`src/rtl/core/ackc_pkg.sv`:
```
package ackc_pkg;

	// item kinds
	localparam logic OP_TICK = 1'b0;
	localparam logic OP_KEY  = 1'b1;

	// key numbers
	localparam logic [3:0] KEY_SEL_HOUR = 4'd1;
	localparam logic [3:0] KEY_SEL_MIN  = 4'd2;
	localparam logic [3:0] KEY_SEL_SEC  = 4'd3;
	localparam logic [3:0] KEY_INC      = 4'd4;
	localparam logic [3:0] KEY_DEC      = 4'd5;
	localparam logic [3:0] KEY_RUN      = 4'd6;
	localparam logic [3:0] KEY_EDIT_CLK = 4'd7;
	localparam logic [3:0] KEY_EDIT_ALM = 4'd8;
	localparam logic [3:0] KEY_SILENCE  = 4'd9;

	// edit modes
	localparam logic [1:0] MODE_RUN = 2'd0;
	localparam logic [1:0] MODE_CLK = 2'd1;
	localparam logic [1:0] MODE_ALM = 2'd2;

	// field selection
	localparam logic [1:0] SEL_NONE = 2'd0;
	localparam logic [1:0] SEL_HOUR = 2'd1;
	localparam logic [1:0] SEL_MIN  = 2'd2;
	localparam logic [1:0] SEL_SEC  = 2'd3;

	localparam logic [5:0] HOUR_TOP = 6'd23;
	localparam logic [5:0] MS_TOP   = 6'd59;

	localparam logic [4:0] CLK_HOUR_RST = 5'd23;
	localparam logic [5:0] CLK_MIN_RST  = 6'd59;
	localparam logic [5:0] CLK_SEC_RST  = 6'd50;
	localparam logic [4:0] ALM_HOUR_RST = 5'd23;
	localparam logic [5:0] ALM_MIN_RST  = 6'd0;
	localparam logic [5:0] ALM_SEC_RST  = 6'd0;

	typedef struct packed {
		logic [2:0] tens;
		logic [3:0] ones;
	} dec_t;

	// values stay below 60, so a compare chain gives the tens digit
	function automatic dec_t split_dec(input logic [5:0] v);
		dec_t d;
		if (v >= 6'd50) begin
			d.tens = 3'd5;
			d.ones = 4'(v - 6'd50);
		end else if (v >= 6'd40) begin
			d.tens = 3'd4;
			d.ones = 4'(v - 6'd40);
		end else if (v >= 6'd30) begin
			d.tens = 3'd3;
			d.ones = 4'(v - 6'd30);
		end else if (v >= 6'd20) begin
			d.tens = 3'd2;
			d.ones = 4'(v - 6'd20);
		end else if (v >= 6'd10) begin
			d.tens = 3'd1;
			d.ones = 4'(v - 6'd10);
		end else begin
			d.tens = 3'd0;
			d.ones = v[3:0];
		end
		return d;
	endfunction

	function automatic logic [5:0] wrap_up(input logic [5:0] v, input logic [5:0] top);
		return (v >= top) ? 6'd0 : 6'(v + 6'd1);
	endfunction

	function automatic logic [5:0] wrap_down(input logic [5:0] v, input logic [5:0] top);
		return (v == 6'd0 || v > top) ? top : 6'(v - 6'd1);
	endfunction

endpackage

```
`src/rtl/core/alarm_clock_keypad_control_core.sv`:
```
// channel | signals                               | direction | accepted when
// input   | in_valid, in_ready, opcode, key_code  | in        | in_valid && in_ready
// output  | out_valid, out_ready, hour_tens ..    | out       | out_valid && out_ready
//           second_ones, buzzer_on, edit_mode
//
// one item per cycle sustained while out_ready holds; an item's result becomes valid once it moves
// from the input register, through state update and digit split, into the result register
// the input register keeps accepting while a result waits, until both stages are full
// reset: clock 23:59:50, alarm 23:00:00, running, nothing selected, silent
module alarm_clock_keypad_control_core (
	input  logic       clk,
	input  logic       arst_n,
	input  logic       in_valid,
	output logic       in_ready,
	input  logic       opcode,
	input  logic [3:0] key_code,
	output logic       out_valid,
	input  logic       out_ready,
	output logic [1:0] hour_tens,
	output logic [3:0] hour_ones,
	output logic [2:0] minute_tens,
	output logic [3:0] minute_ones,
	output logic [2:0] second_tens,
	output logic [3:0] second_ones,
	output logic       buzzer_on,
	output logic [1:0] edit_mode
);
	import ackc_pkg::*;

	logic       valid_s1;
	logic       op_s1;
	logic [3:0] key_s1;
	logic       upd;

	logic [4:0] clk_hour_q;
	logic [5:0] clk_min_q, clk_sec_q;
	logic [4:0] alm_hour_q;
	logic [5:0] alm_min_q, alm_sec_q;
	logic [1:0] mode_q, clk_sel_q, alm_sel_q;
	logic       ring_q;
	logic       out_valid_q;

	logic [4:0] clk_hour_d, alm_hour_d;
	logic [5:0] clk_min_d, clk_sec_d, alm_min_d, alm_sec_d;
	logic [1:0] mode_d, clk_sel_d, alm_sel_d;
	logic       ring_d;
	logic       adv;
	logic       edit_key;
	logic [5:0] show_h, show_m, show_s;
	dec_t       dh, dm, ds;

	logic [1:0] hour_tens_q;
	logic [3:0] hour_ones_q, minute_ones_q, second_ones_q;
	logic [2:0] minute_tens_q, second_tens_q;
	logic       buzzer_q;
	logic [1:0] edit_mode_q;

	assign upd      = valid_s1 && (!out_valid_q || out_ready);
	assign in_ready = !valid_s1 || upd;

	always_ff @(posedge clk or negedge arst_n) begin
		if (!arst_n) begin
			valid_s1 <= 1'b0;
		end else if (in_ready) begin
			valid_s1 <= in_valid;
		end
	end

	always_ff @(posedge clk) begin
		if (in_ready && in_valid) begin
			op_s1  <= opcode;
			key_s1 <= key_code;
		end
	end

	always_comb begin
		clk_hour_d = clk_hour_q;
		clk_min_d  = clk_min_q;
		clk_sec_d  = clk_sec_q;
		alm_hour_d = alm_hour_q;
		alm_min_d  = alm_min_q;
		alm_sec_d  = alm_sec_q;
		mode_d     = mode_q;
		clk_sel_d  = clk_sel_q;
		alm_sel_d  = alm_sel_q;
		ring_d     = ring_q;
		adv        = 1'b0;
		edit_key   = (key_s1 == KEY_INC) || (key_s1 == KEY_DEC);

		if (op_s1 == OP_TICK) begin
			if (ring_q) begin
				adv = 1'b1;
			end else if (mode_q == MODE_RUN) begin
				adv = 1'b1;
				if (clk_hour_q == alm_hour_q && clk_min_q == alm_min_q &&
				    clk_sec_q == alm_sec_q) begin
					ring_d = 1'b1;
				end
			end
		end else begin
			case (key_s1)
				KEY_SEL_HOUR, KEY_SEL_MIN, KEY_SEL_SEC: begin
					if (mode_q == MODE_CLK) clk_sel_d = key_s1[1:0];
					else if (mode_q == MODE_ALM) alm_sel_d = key_s1[1:0];
				end
				KEY_RUN:      mode_d = MODE_RUN;
				KEY_EDIT_CLK: mode_d = MODE_CLK;
				KEY_EDIT_ALM: mode_d = MODE_ALM;
				KEY_SILENCE:  ring_d = 1'b0;
				default: ;
			endcase

			if (edit_key && mode_q == MODE_CLK) begin
				case (clk_sel_q)
					SEL_HOUR: clk_hour_d = 5'((key_s1 == KEY_INC) ?
						wrap_up({1'b0, clk_hour_q}, HOUR_TOP) :
						wrap_down({1'b0, clk_hour_q}, HOUR_TOP));
					SEL_MIN: clk_min_d = (key_s1 == KEY_INC) ?
						wrap_up(clk_min_q, MS_TOP) : wrap_down(clk_min_q, MS_TOP);
					SEL_SEC: clk_sec_d = (key_s1 == KEY_INC) ?
						wrap_up(clk_sec_q, MS_TOP) : wrap_down(clk_sec_q, MS_TOP);
					default: ;
				endcase
			end
			if (edit_key && mode_q == MODE_ALM) begin
				case (alm_sel_q)
					SEL_HOUR: alm_hour_d = 5'((key_s1 == KEY_INC) ?
						wrap_up({1'b0, alm_hour_q}, HOUR_TOP) :
						wrap_down({1'b0, alm_hour_q}, HOUR_TOP));
					SEL_MIN: alm_min_d = (key_s1 == KEY_INC) ?
						wrap_up(alm_min_q, MS_TOP) : wrap_down(alm_min_q, MS_TOP);
					SEL_SEC: alm_sec_d = (key_s1 == KEY_INC) ?
						wrap_up(alm_sec_q, MS_TOP) : wrap_down(alm_sec_q, MS_TOP);
					default: ;
				endcase
			end
		end

		// seconds carry into minutes, minutes into hours
		if (adv) begin
			if (clk_sec_q >= MS_TOP) begin
				clk_sec_d = 6'd0;
				if (clk_min_q >= MS_TOP) begin
					clk_min_d  = 6'd0;
					clk_hour_d = (clk_hour_q >= HOUR_TOP[4:0]) ? 5'd0 : 5'(clk_hour_q + 5'd1);
				end else begin
					clk_min_d = 6'(clk_min_q + 6'd1);
				end
			end else begin
				clk_sec_d = 6'(clk_sec_q + 6'd1);
			end
		end

		if (mode_d == MODE_ALM) begin
			show_h = {1'b0, alm_hour_d};
			show_m = alm_min_d;
			show_s = alm_sec_d;
		end else begin
			show_h = {1'b0, clk_hour_d};
			show_m = clk_min_d;
			show_s = clk_sec_d;
		end
		dh = split_dec(show_h);
		dm = split_dec(show_m);
		ds = split_dec(show_s);
	end

	always_ff @(posedge clk or negedge arst_n) begin
		if (!arst_n) begin
			clk_hour_q  <= CLK_HOUR_RST;
			clk_min_q   <= CLK_MIN_RST;
			clk_sec_q   <= CLK_SEC_RST;
			alm_hour_q  <= ALM_HOUR_RST;
			alm_min_q   <= ALM_MIN_RST;
			alm_sec_q   <= ALM_SEC_RST;
			mode_q      <= MODE_RUN;
			clk_sel_q   <= SEL_NONE;
			alm_sel_q   <= SEL_NONE;
			ring_q      <= 1'b0;
			out_valid_q <= 1'b0;
		end else begin
			if (upd) begin
				clk_hour_q <= clk_hour_d;
				clk_min_q  <= clk_min_d;
				clk_sec_q  <= clk_sec_d;
				alm_hour_q <= alm_hour_d;
				alm_min_q  <= alm_min_d;
				alm_sec_q  <= alm_sec_d;
				mode_q     <= mode_d;
				clk_sel_q  <= clk_sel_d;
				alm_sel_q  <= alm_sel_d;
				ring_q     <= ring_d;
			end
			if (upd) begin
				out_valid_q <= 1'b1;
			end else if (out_ready) begin
				out_valid_q <= 1'b0;
			end
		end
	end

	always_ff @(posedge clk) begin
		if (upd) begin
			hour_tens_q   <= dh.tens[1:0];
			hour_ones_q   <= dh.ones;
			minute_tens_q <= dm.tens;
			minute_ones_q <= dm.ones;
			second_tens_q <= ds.tens;
			second_ones_q <= ds.ones;
			buzzer_q      <= ring_d;
			edit_mode_q   <= mode_d;
		end
	end

	assign out_valid   = out_valid_q;
	assign hour_tens   = hour_tens_q;
	assign hour_ones   = hour_ones_q;
	assign minute_tens = minute_tens_q;
	assign minute_ones = minute_ones_q;
	assign second_tens = second_tens_q;
	assign second_ones = second_ones_q;
	assign buzzer_on   = buzzer_q;
	assign edit_mode   = edit_mode_q;

	// ringing only starts on a tick
	a_ring_on_tick: assert property (@(posedge clk) disable iff (!arst_n)
		$rose(ring_q) |-> $past(upd && op_s1 == OP_TICK))
		else $error("ringing started without a tick");

	// time values stay in range
	a_clk_range: assert property (@(posedge clk) disable iff (!arst_n)
		clk_hour_q <= HOUR_TOP[4:0] && clk_min_q <= MS_TOP && clk_sec_q <= MS_TOP &&
		alm_hour_q <= HOUR_TOP[4:0] && alm_min_q <= MS_TOP && alm_sec_q <= MS_TOP)
		else $error("time field out of range");

	// state moves only with an item
	a_state_hold: assert property (@(posedge clk) disable iff (!arst_n)
		!upd |=> $stable(clk_sec_q) && $stable(mode_q) && $stable(ring_q))
		else $error("state changed without an item");

	// a waiting result matches the current mode and ringing flag
	a_out_match: assert property (@(posedge clk) disable iff (!arst_n)
		out_valid_q |-> (edit_mode_q == mode_q && buzzer_q == ring_q))
		else $error("result disagrees with state");

endmodule

```
`config.mk`:
```
export PLATFORM = sky130hd
export DESIGN_NAME = alarm_clock_keypad_control_core
export DESIGN_NICKNAME = d
export VERILOG_FILES = /design/src/rtl/core/ackc_pkg.sv /design/src/rtl/core/alarm_clock_keypad_control_core.sv
export SDC_FILE = /design/constraint.sdc
export NUM_CORES = 1
export LEC_CHECK = 0
export BUFFER_PORTS_ARGS = -buffer_cell sky130_fd_sc_hd__buf_2
export CAP_MARGIN = 5
export CORE_MARGIN = 2
export CORE_UTILIZATION = 40
export DETAILED_ROUTE_END_ITERATION = 7
export SYNTH_ARGS = -nofsm -noshare
export SYNTH_HDL_FRONTEND = slang
export SYNTH_SLANG_ARGS = --single-unit
```
`constraint.sdc`:
```
create_clock -name clk -period 10.7 [get_ports clk]
set_clock_uncertainty 0.05 [all_clocks]
set_input_delay 1.07 -clock clk [delete_from_list [all_inputs] [get_ports clk]]
set_output_delay 1.07 -clock clk [all_outputs]
set_load 0.005 [all_outputs]
```
Yosys cells after proc, flatten, opt, wreduce, memory -nomap -nowiden
Cells that the tools add are included.
- add/sub/neg operators: 28
- $lt $le $gt $ge: 28
- equal/unequal tests: 21
- muxes and demuxes: 73
- bitwise logic cells: 1
- reductions and logical operators: 31
- operator list (cell ; number):
    $mux W6 ; 35
    $mux W5 ; 23
    $ge A6 B6 Y1 const B ; 8
    $sub A4 B4 Y4 const B ; 9
    $ge A5 B5 Y1 const B ; 5
    $add A6 B1 Y6 const B ; 4
    $ge A6 B5 Y1 const B ; 4
    $gt A6 B6 Y1 const B ; 4
    $logic_not A6 Y1 ; 4
    $sub A6 B1 Y6 const B ; 4
    $eq A4 B3 Y1 const B ; 4
    $add A5 B1 Y5 const B ; 3
    $eq A2 B2 Y1 const B ; 6
    $eq A6 B6 Y1 ; 2
    $ge A5 B6 Y1 const B ; 2
    $ge A6 B4 Y1 const B ; 2
    $mux W4 ; 3
    $sub A4 B2 Y4 const B ; 3
    $sub A4 B3 Y4 const B ; 3
    $gt A5 B5 Y1 const B ; 2
    $logic_not A5 Y1 ; 2
    $mux W1 ; 10
    $sub A5 B1 Y5 const B ; 2
    $logic_or A1 B1 Y1 ; 9
    other kinds (17) ; 29
- flip-flop bits (word level): 71

Depth between registers and ports, before layout
Gate-level depths: netlist (run 1).
- depth in word-level cells: 17
- mapped depth: 18
- mapped depth without buffers: 15

Worst setup path after synthesis (run 1)
No wires, ideal clock.
- path type: reg2reg
- start: reg clk_min_q[0]
- end: reg minute_ones_q[2] (netlist: minute_ones[2]) (data pin)
- data arrival time: 3.648 ns
- data required time: 10.384 ns
- setup slack: 6.736 ns
- stages on the path, launching flop included: 17
- path buffers: 1
- period minus slack after synthesis: 3.964 ns
- cells stage by stage: dfstp_2 clkbuf_1 inv_1 ha_1 nor2b_1 a211oi_1 o21ai_0 o22ai_1 o22a_1 inv_1 ha_1 o2111a_1 or3_4 a311oi_2 nor3_1 nor4_1 o32ai_1
- RTL lines (element ; line ; RTL):
    start, declared ; alarm_clock_keypad_control_core.sv:36 ; logic [5:0] clk_min_q, clk_sec_q;
    start signal, assigned ; alarm_clock_keypad_control_core.sv:184 ; clk_min_q <= clk_min_d;
    end signal, assigned ; alarm_clock_keypad_control_core.sv:207 ; minute_ones_q <= dm.ones;
    end, declared ; alarm_clock_keypad_control_core.sv:53 ; logic [3:0] hour_ones_q, minute_ones_q, second_ones_q;

==> results of run 1 <==
## synth_stat cells, drive strengths merged, types with 12 or more instances
| library cell | instances |
|---|---|
| a211oi | 13 |
| a21o | 12 |
| a21oi | 37 |
| a31oi | 19 |
| buf | 28 |
| clkbuf | 34 |
| dfrtp | 27 |
| dfstp | 16 |
| edfxtp | 28 |
| ha | 36 |
| inv | 40 |
| nand2 | 80 |
| nand3 | 25 |
| nor2 | 34 |
| nor3 | 29 |
| o211ai | 16 |
| o21ai | 57 |
| xnor2 | 21 |
## path summary, 6_finish.rpt
path	to	start	slack [ps]	cells after the start
worst max-delay path	minute_ones[2]$_DFFE_PP_	key_s1[1]$_DFFE_PP_	6130	12
worst min-delay path	out_valid$_DFFE_PN0P_	valid_s1$_DFFE_PN0N_	450	1
worst max register to register	minute_ones[2]$_DFFE_PP_	key_s1[1]$_DFFE_PP_	6130	12
worst min register to register	out_valid$_DFFE_PN0P_	valid_s1$_DFFE_PN0N_	450	1
max in group asynchronous	alm_hour_q[3]$_DFFE_PN0P_	arst_n	9390	2
min in group asynchronous	clk_sec_q[2]$_DFFE_PN0P_	arst_n	790	2
## power groups by stage
stage	Sequential (W)	Combinational, W	Clock [W]
6_report	0.000492	0.000762	0.000306
5_1_grt	0.000505	0.000849	0.000327
4_1_cts	0.000491	0.000756	0.000314
3_5_place_dp	0.000495	0.000752	0
3_3_place_gp	0.000490	0.000743	0
2_1_floorplan	0.000421	0.000640	0
## cells by family (layout without fill, tap and decap cells)
logic type	Yosys count	after routing
AOI/OAI and AO/OA	257	257
xor gates and xnor gates	31	31
adders and majority gates	36	36
buffers and inverters	103	96
DFF	71	71
muxes	19	19
and+or+nand+nor	264	264
## worst max-delay path: cells and delay by family, from the launching register on
kind	cells	cell delay (ps)
adder cells (fa/ha/maj)	1	240
flip-flops	1	560
buffers and inverters	1	190
AND/OR/NAND/NOR	4	1180
AO/OA/AOI/OAI	6	2100
## per-layer routing
metal / share of wire / up-vias / global-route usage
li1: - / 2917 / -
met1: 0.47 / 2933 / 0.2933
met2: 0.45 / 223 / 0.3067
met3: 0.059 / 31 / 0.03691
met4: 0.021 / 0 / 0.06738
met5: 0 / - / 0
## layout make-up
type / count / area (um2)
fill: 1615 / 9264
multi-input combinational: 607 / 4330
sequential: 71 / 1937
tap: 220 / 275.3
clock buffer: 13 / 250.2
timing repair buffer: 39 / 210.2
inverter: 41 / 153.9
clock inverter: 3 / 45.04
## metrics by stage
| step | util | cells | power [W] |
|---|---|---|---|
| final | 0.4374 | 994 | 0.001560 |
| after global routing | 0.4374 | 994 | 0.001681 |
| after CTS | 0.4374 | 994 | 0.001561 |
| after detailed placement | 0.4195 | 978 | 0.001247 |
| after global placement | 0.4195 | 978 | 0.001233 |
| after floorplan | - | 781 | 0.001061 |
## registers in the layout, indices dropped and copies added (netlist names), 3 cells and up
register / count
alm_min_q: 6
alm_sec_q: 6
clk_min_q: 6
clk_sec_q: 6
alm_hour_q: 5
clk_hour_q: 5
hour_ones: 4
key_s1: 4
minute_ones: 4
second_ones: 4
minute_tens: 3
second_tens: 3
==> flow_metrics.tcl, run 1 <==
set metrics [dict create \
    diodes 0 \
    synth_edf_count 28 \
    gp_congestion 0.9329 \
    cts_root_buffer "clkbuf_16" \
    core-area_um2 16470 \
    clk_latency_ps 340 \
    crit_top_cell "o22a_1" \
    status "finished, final reports clean" \
    final_cell_mix "nand2_1, o21ai_0, inv_1, ha_1" \
    tightest_slew_ps 1147 \
    max_freq_ghz 0.2188 \
    synth-xor-area-share 0.04052 \
    syn_avg_cell_area_um2 8.581 \
    postPlaceCellArea_um2 6907 \
    final_common_cell "nand2_1" \
    synth-seq-area-share 0.2890 \
    synthTopCellsByArea "edfxtp_1, dfrtp_1, ha_1, dfstp_2, nand2_1" \
    die_w_um 133.4 \
    clkPwrFrac 0.196 \
    synth_cells 781 \
    slew_headroom 0.2246 \
    synth_warnings 0 \
    arrival_ps 4600 \
    yosysTopAreaCellShare 0.1255 \
    ant_nets 0 \
    die_h_um 133.4 \
    synth_fp_nets 826 \
    pwr-share-comb 0.488 \
    routed_via_density 6.141 \
    crit_path_start_kind "register" \
    h-tree-depth 3 \
    crit_path_end_kind "register" \
    drive_above_1_share 0.1654 \
    dr_total_vias 6104 \
    synth_flop_cell "edfxtp_1" \
    drt_wl_total_um 17970 \
    synth_area_um2 6701 \
    start_util 0.4070 \
    cpMaxStageDelayCell "o22a_1" \
    setup_viol 0 \
    power_density_nw_per_um2 216.6 \
    synth_mux_area_frac 0.03099 \
    drt-pass1-iter-count 5 \
    place_ws_ps 6171 \
    wl_per_cell_um 18.08 \
    grt_overflow 0 \
    io_buffers 33 \
    cts_hold_buf 0 \
    grt_antenna_before_repair 0 \
    drc 0 \
    yosys.area.top_type "edfxtp_1" \
    cts_tree "built" \
    cts_made_buffers 9 \
    grt_pass1_vias 5709 \
    p_seq_frac 0.315 \
    hp-class "register to register" \
    synth-adder-area-share 0.06721 \
    clkTransAtPathRegs_ps 60 \
    yosysUniqueCellTypes 106 \
    hpwl_um 12380 \
    track_usage 0.2031 \
    required_ps 10730 \
    fin_area_um2 7202 \
    synth_top_family_by_area "compound AO/OA/AOI/OAI gates" \
    p_leak_nw 2.790 \
    finalHoldViolations 0 \
    clk_path_buf_depth 2 \
    drtIter0Drc 663 \
    fin_nets 814 \
    ys_seq_elements 71 \
    cts_sinks 71 \
    path_class "register to register" \
    internal-power_w 0.0008927 \
    fin_ws_ps 6130 \
    period_needed_ps 4570 \
    max_cap_viol_count 0 \
    fin_tns_setup_ps 0 \
    cts.repair.resized 0 \
    rsz0062_at_grt "false" \
    cpPeakStageDelay_ps 830 \
    area_delta_synth_final_pct 7.468 \
    row_count 47 \
    yosys.area_share.simple 0.2216 \
    grt_max_degree 58 \
    crit_chain "or3b_1 > a211oi_2 > o22a_1 > o22a_1 > inv_1 > ha_1 > o2111a_1 > or3_4 > a311oi_2 > nor3_1 > nor4_1 > o32ai_1" \
    synth-compound-area-share 0.2845 \
    finalCritPeriodShare 0.4271 \
    holdWs_ps 453.2 \
    p_switching_w 0.0006675 \
    drv_slew 0 \
    die-area_um2 17800 \
    postCtsSetupRepairBufs 0 \
    grt_pass1_wl_um 29250 \
    async_reset_ff_frac 0.6056 \
    path_max_fanout 18 \
    ir_drop_v 0.0001025 \
    io_pins 34 \
    switching_share 0.4278 \
]
(Power assumes the default switching activity.)
==> inputs of run 2 (changes only) <==
- clock period: 10.7 -> 4.4 ns (I/O delays scaled with it)
==> run 2 against run 1 <==
  * Critical path depth increased by 2
  * Die area unchanged
  * Sequential share of layout area decreased by 0.86 points
  * Critical endpoint unchanged
  * Sequential cell count unchanged
  * Via count up 0.28%
  * Critical path type unchanged
  * Highest routed layer unchanged
  * Worst hold slack got worse by 240 ps
==> flow_metrics.tcl, run 2 (synthesized netlist as in run 1, its figures left out) <==
set metrics [dict create \
    die_w_um 133.4 \
    die_h_um 133.4 \
    p_leak_nw 2.933 \
    pwr-share-comb 0.499 \
    max_cap_viol_count 0 \
    rsz0062_at_grt "false" \
    wl_per_cell_um 18.00 \
    gp_congestion 0.9325 \
    fin_tns_setup_ps 0 \
    clkTransAtPathRegs_ps 60 \
    place_ws_ps 172.5 \
    drc 0 \
    internal-power_w 0.002277 \
    status "finished, final reports clean" \
    fin_ws_ps 339.3 \
    hp-class "input port to register" \
    cts_tree "built" \
    postPlaceCellArea_um2 7064 \
    grt_pass1_vias 5794 \
    finalCritPeriodShare 0.9229 \
    drv_slew 0 \
    routed_via_density 6.019 \
    diodes 0 \
    ant_nets 0 \
    hpwl_um 13230 \
    drt-pass1-iter-count 5 \
    h-tree-depth 3 \
    final_common_cell "nand2_1" \
    period_needed_ps 4061 \
    crit_path_start_kind "register" \
    drt_wl_total_um 18300 \
    clk_latency_ps 360 \
    path_max_fanout 10 \
    dr_total_vias 6121 \
    grt_antenna_before_repair 0 \
    arrival_ps 4110 \
    power_density_nw_per_um2 531.7 \
    required_ps 4450 \
    start_util 0.4070 \
    finalPower_w 0.003955 \
    path_class "register to register" \
    cts_made_buffers 9 \
    track_usage 0.2102 \
    cts_root_buffer "clkbuf_16" \
    grt_overflow 0 \
    drtIter0Drc 493 \
    area_delta_synth_final_pct 11.02 \
    clkPwrFrac 0.208 \
    holdWs_ps 210.2 \
    fin_nets 837 \
    io_pins 34 \
    row_count 47 \
    slew_headroom 0.4020 \
    final_cell_mix "nand2_1, o21ai_0, inv_1" \
    finalHoldViolations 0 \
    drive_above_1_share 0.1970 \
    grt_max_degree 43 \
    p_seq_frac 0.293 \
    crit_path_end_kind "register" \
    clk_path_buf_depth 2 \
    fin_area_um2 7440 \
    io_buffers 33 \
    p_switching_w 0.001678 \
    die-area_um2 17800 \
    max_freq_ghz 0.2463 \
    setup_viol 0 \
    grt_pass1_wl_um 30120 \
    core-area_um2 16470 \
    switching_share 0.4242 \
    cts_sinks 71 \
    tightest_slew_ps 896.9 \
    ir_drop_v 0.0002454 \
]
run 2: layout make-up:
type	instances	area, um2
flip-flops and latches	71	1937
repair buffers	62	385.4
multi-input cells	607	4353
clock buffers	11	275.3
inverters	41	153.9
well taps	220	275.3
fillers	1593	9026
clock inverters	5	60.06
run 2: path summary, 6_finish.rpt:
check	slack, ps	endpoint	start	cells past startpoint
setup / recovery	340	minute_ones[2]$_DFFE_PP_	key_s1[0]$_DFFE_PP_	14
hold / removal	210	op_s1$_DFFE_PP_	opcode	1
setup reg to reg	340	minute_ones[2]$_DFFE_PP_	key_s1[0]$_DFFE_PP_	14
hold reg to reg	450	out_valid$_DFFE_PN0P_	valid_s1$_DFFE_PN0N_	1
max in group asynchronous	3000	alm_hour_q[0]$_DFFE_PN1P_	arst_n	3
min in group asynchronous	500	mode_q[1]$_DFFE_PN0P_	arst_n	2
run 2: power by group through the flow:
stage	Sequential [W]	Clock [W]	Combinational, W
6_report	0.00116	0.000824	0.00197
5_1_grt	0.00119	0.000871	0.00219
4_1_cts	0.00115	0.000841	0.00195
3_5_place_dp	0.00116	0	0.00194
3_3_place_gp	0.00115	0	0.00192
2_1_floorplan	0.00102	0	0.00156
run 2: per-stage QoR:
step	util	std cells
3_5_place_dp	0.4290	999
2_1_floorplan	-	781
4_1_cts	0.4500	1016
5_1_grt	0.4518	1017
6_report	0.4518	1017
3_3_place_gp	0.4290	999
run 2: worst max-delay path: stages, from the launching register on:
cell	delay (ps)
edfxtp_1	390
buf_4	190
nor4b_4	650
nand2_1	120
o2111a_1	290
a2111oi_4	320
a21o_4	240
inv_2	90
ha_1	220
o2111a_1	120
or3_4	380
a311oi_2	260
nor3_1	80
nor4_1	270
o32ai_1	130
run 2: what timing repair did:
action,CTS,global route
hold endpoints to repair,10,0
buffers inserted,0,1
gates resized for setup,0,5
hold buffers,1,0
setup endpoints to repair,0,5
run 2: per-layer routing:
| metal | routed length, um | global-route usage |
|---|---|---|
| met1 | 8982 | 0.3002 |
| met2 | 8047 | 0.3144 |
| met3 | 930 | 0.04110 |
| met4 | 342 | 0.07920 |
| met5 | 0 | 0 |
==> inputs of run 3 (changes only) <==
- RECOVER_POWER: not set -> 50
==> run 3 against run 2 <==
  * The flow now finishes with violations (capacitance limit, slew limit)
  * Combinational power about the same
  * Clock-buffer cell count unchanged
  * Sequential power about the same
  * Cell area fell by 0.34%
  * First-iteration DRC count rose by 4.3%
  * Global-route usage unchanged
  * Worst hold slack better by 0.96 ps
  * Register-to-register slack worse by 20 ps
  * Clock power hardly changed
  * Sequential cell count unchanged
  * Critical path depth unchanged
  * Non-clock buffer count unchanged
  * Critical endpoint unchanged
  * Highest routed layer unchanged
==> flow_metrics.tcl, run 3 (synthesized netlist as in run 1, its figures left out) <==
set metrics [dict create \
    status "finished with violations" \
    violations "capacitance limit, slew limit" \
    finalCritPeriodShare 0.9269 \
    start_util 0.4070 \
    drt_wl_total_um 18270 \
    io_buffers 33 \
    final_cell_mix "nand2_1, o21ai_0, inv_1" \
    clk_path_buf_depth 2 \
    grt_pass1_wl_um 30120 \
    fin_nets 837 \
    max_cap_viol_count 2 \
    internal-power_w 0.002269 \
    io_pins 34 \
    path_max_fanout 10 \
    grt_max_degree 43 \
    track_usage 0.2102 \
    setup_viol 0 \
    diodes 0 \
    dp.cells 999 \
    finalHoldViolations 0 \
    slew_headroom -0.2351 \
    drc 0 \
    power_density_nw_per_um2 532.1 \
    wl_per_cell_um 17.96 \
    cts_root_buffer "clkbuf_16" \
    fillCellCount 1598 \
    hp-class "input port to register" \
    required_ps 4440 \
    period_needed_ps 4078 \
    h-tree-depth 3 \
    tightest_slew_ps 1853 \
    p_switching_w 0.001676 \
    multi_input_area_um2 4349 \
    routed_via_density 6.027 \
    drv_slew 66 \
    clk_latency_ps 350 \
    switching_share 0.4248 \
    cts_made_buffers 9 \
    path_class "register to register" \
    clkPwrFrac 0.209 \
    area_delta_synth_final_pct 10.64 \
    hpwl_um 13230 \
    die_h_um 133.4 \
    drive_above_1_share 0.1782 \
    max_freq_ghz 0.2452 \
    grt_overflow 0 \
    die-area_um2 17800 \
    ir_drop_v 0.0002449 \
    p_leak_nw 2.896 \
    die_w_um 133.4 \
    fin_tns_setup_ps 0 \
    grt_antenna_before_repair 0 \
    drtIter0Drc 514 \
    crit_path_start_kind "register" \
    gp_congestion 0.9325 \
    rsz0062_at_grt "false" \
    core-area_um2 16470 \
    crit_path_end_kind "register" \
    grt_pass1_vias 5794 \
    cts_sinks 71 \
    ant_nets 0 \
    dr_total_vias 6129 \
    drt-pass1-iter-count 5 \
    seqCellArea_um2 1937 \
    clkTransAtPathRegs_ps 60 \
    cts_tree "built" \
    final_cells 1017 \
    pwr-share-comb 0.498 \
    p_seq_frac 0.293 \
    row_count 47 \
    final_common_cell "nand2_1" \
    arrival_ps 4120 \
]
==> run 3: changes by cell type in the layout (fill, tap and decap cells not counted) <==
cell / previous run / this run
a21oi_2: 4 / 3
a21oi_1: 33 / 34
buf_2: 33 / 21
and2_0: 0 / 1
clkbuf_1: 0 / 13
buf_4: 28 / 26
and2_1: 9 / 8
inv_2: 5 / 4
clkbuf_2: 0 / 1
inv_1: 36 / 37
==> run 3: repair_timing <==
item,CTS,global route
resized for setup,0,5
hold buffers,1,0
endpoints found under the setup margin,0,5
setup buffers,0,1
endpoints found under the hold margin,10,0
==> run 3: area by class of cell <==
class / count / share of cell area
sequential: 71 / 0.2612
inverter: 41 / 0.02076
tap: 220 / 0.03712
multi-input combinational: 607 / 0.5866
timing repair buffer: 62 / 0.04911
clock inverter: 5 / 0.008100
clock buffer: 11 / 0.03712
==> run 3: path summary, 6_finish.rpt <==
check	start	endpoint	slack, ps	cells after the start
setup / recovery	key_s1[0]$_DFFE_PP_	minute_ones[2]$_DFFE_PP_	320	14
hold / removal	opcode	op_s1$_DFFE_PP_	210	1
setup reg to reg	key_s1[0]$_DFFE_PP_	minute_ones[2]$_DFFE_PP_	320	14
hold reg to reg	valid_s1$_DFFE_PN0N_	out_valid$_DFFE_PN0P_	450	1
max in group asynchronous	arst_n	alm_hour_q[3]$_DFFE_PN0P_	1470	3
min in group asynchronous	arst_n	mode_q[1]$_DFFE_PN0P_	730	2
==> run 3: layer usage <==
metal | share of wire | GRT usage | vias to the layer above
met4 | 0.019 | 0.07920 | 0
li1 | - | - | 2974
met3 | 0.059 | 0.04110 | 25
met5 | 0 | 0 | -
met2 | 0.44 | 0.3144 | 197
met1 | 0.48 | 0.3002 | 2933
==> run 3: metrics by stage <==
stage               setup WS [ps]  utilization  hold WS (ps)  cell area (um2)  power [W]
floorplan                   436.0            -         94.41             6701   0.002580
CTS                         162.5       0.4500         198.6             7410   0.003945
global route                19.10       0.4503         201.8             7415   0.004241
global placement            374.6       0.4290         333.4             7064   0.003070
finish                      321.6       0.4503         211.2             7415   0.003945
detailed placement          172.5       0.4290         351.2             7064   0.003102
==> run 3: power by group through the flow <==
| stage | sequential, W | clock [W] | combinational, W |
|---|---|---|---|
| after floorplan | 0.00102 | 0 | 0.00156 |
| after global placement | 0.00115 | 0 | 0.00192 |
| after detailed placement | 0.00116 | 0 | 0.00194 |
| after CTS | 0.00115 | 0.000841 | 0.00195 |
| after global routing | 0.00119 | 0.000871 | 0.00218 |
| final | 0.00116 | 0.000823 | 0.00196 |
==> run 3: critical path, cell delays in order, from the launching register on <==
cell and delay, ps:
edfxtp_1 390, buf_4 190, nor4b_4 660, nand2_1 120, o2111a_1 300, a2111oi_4 330
a21o_4 240, inv_2 80, ha_1 220, o2111a_1 120, or3_4 380, a311oi_2 270
nor3_1 80, nor4_1 270, o32ai_1 130
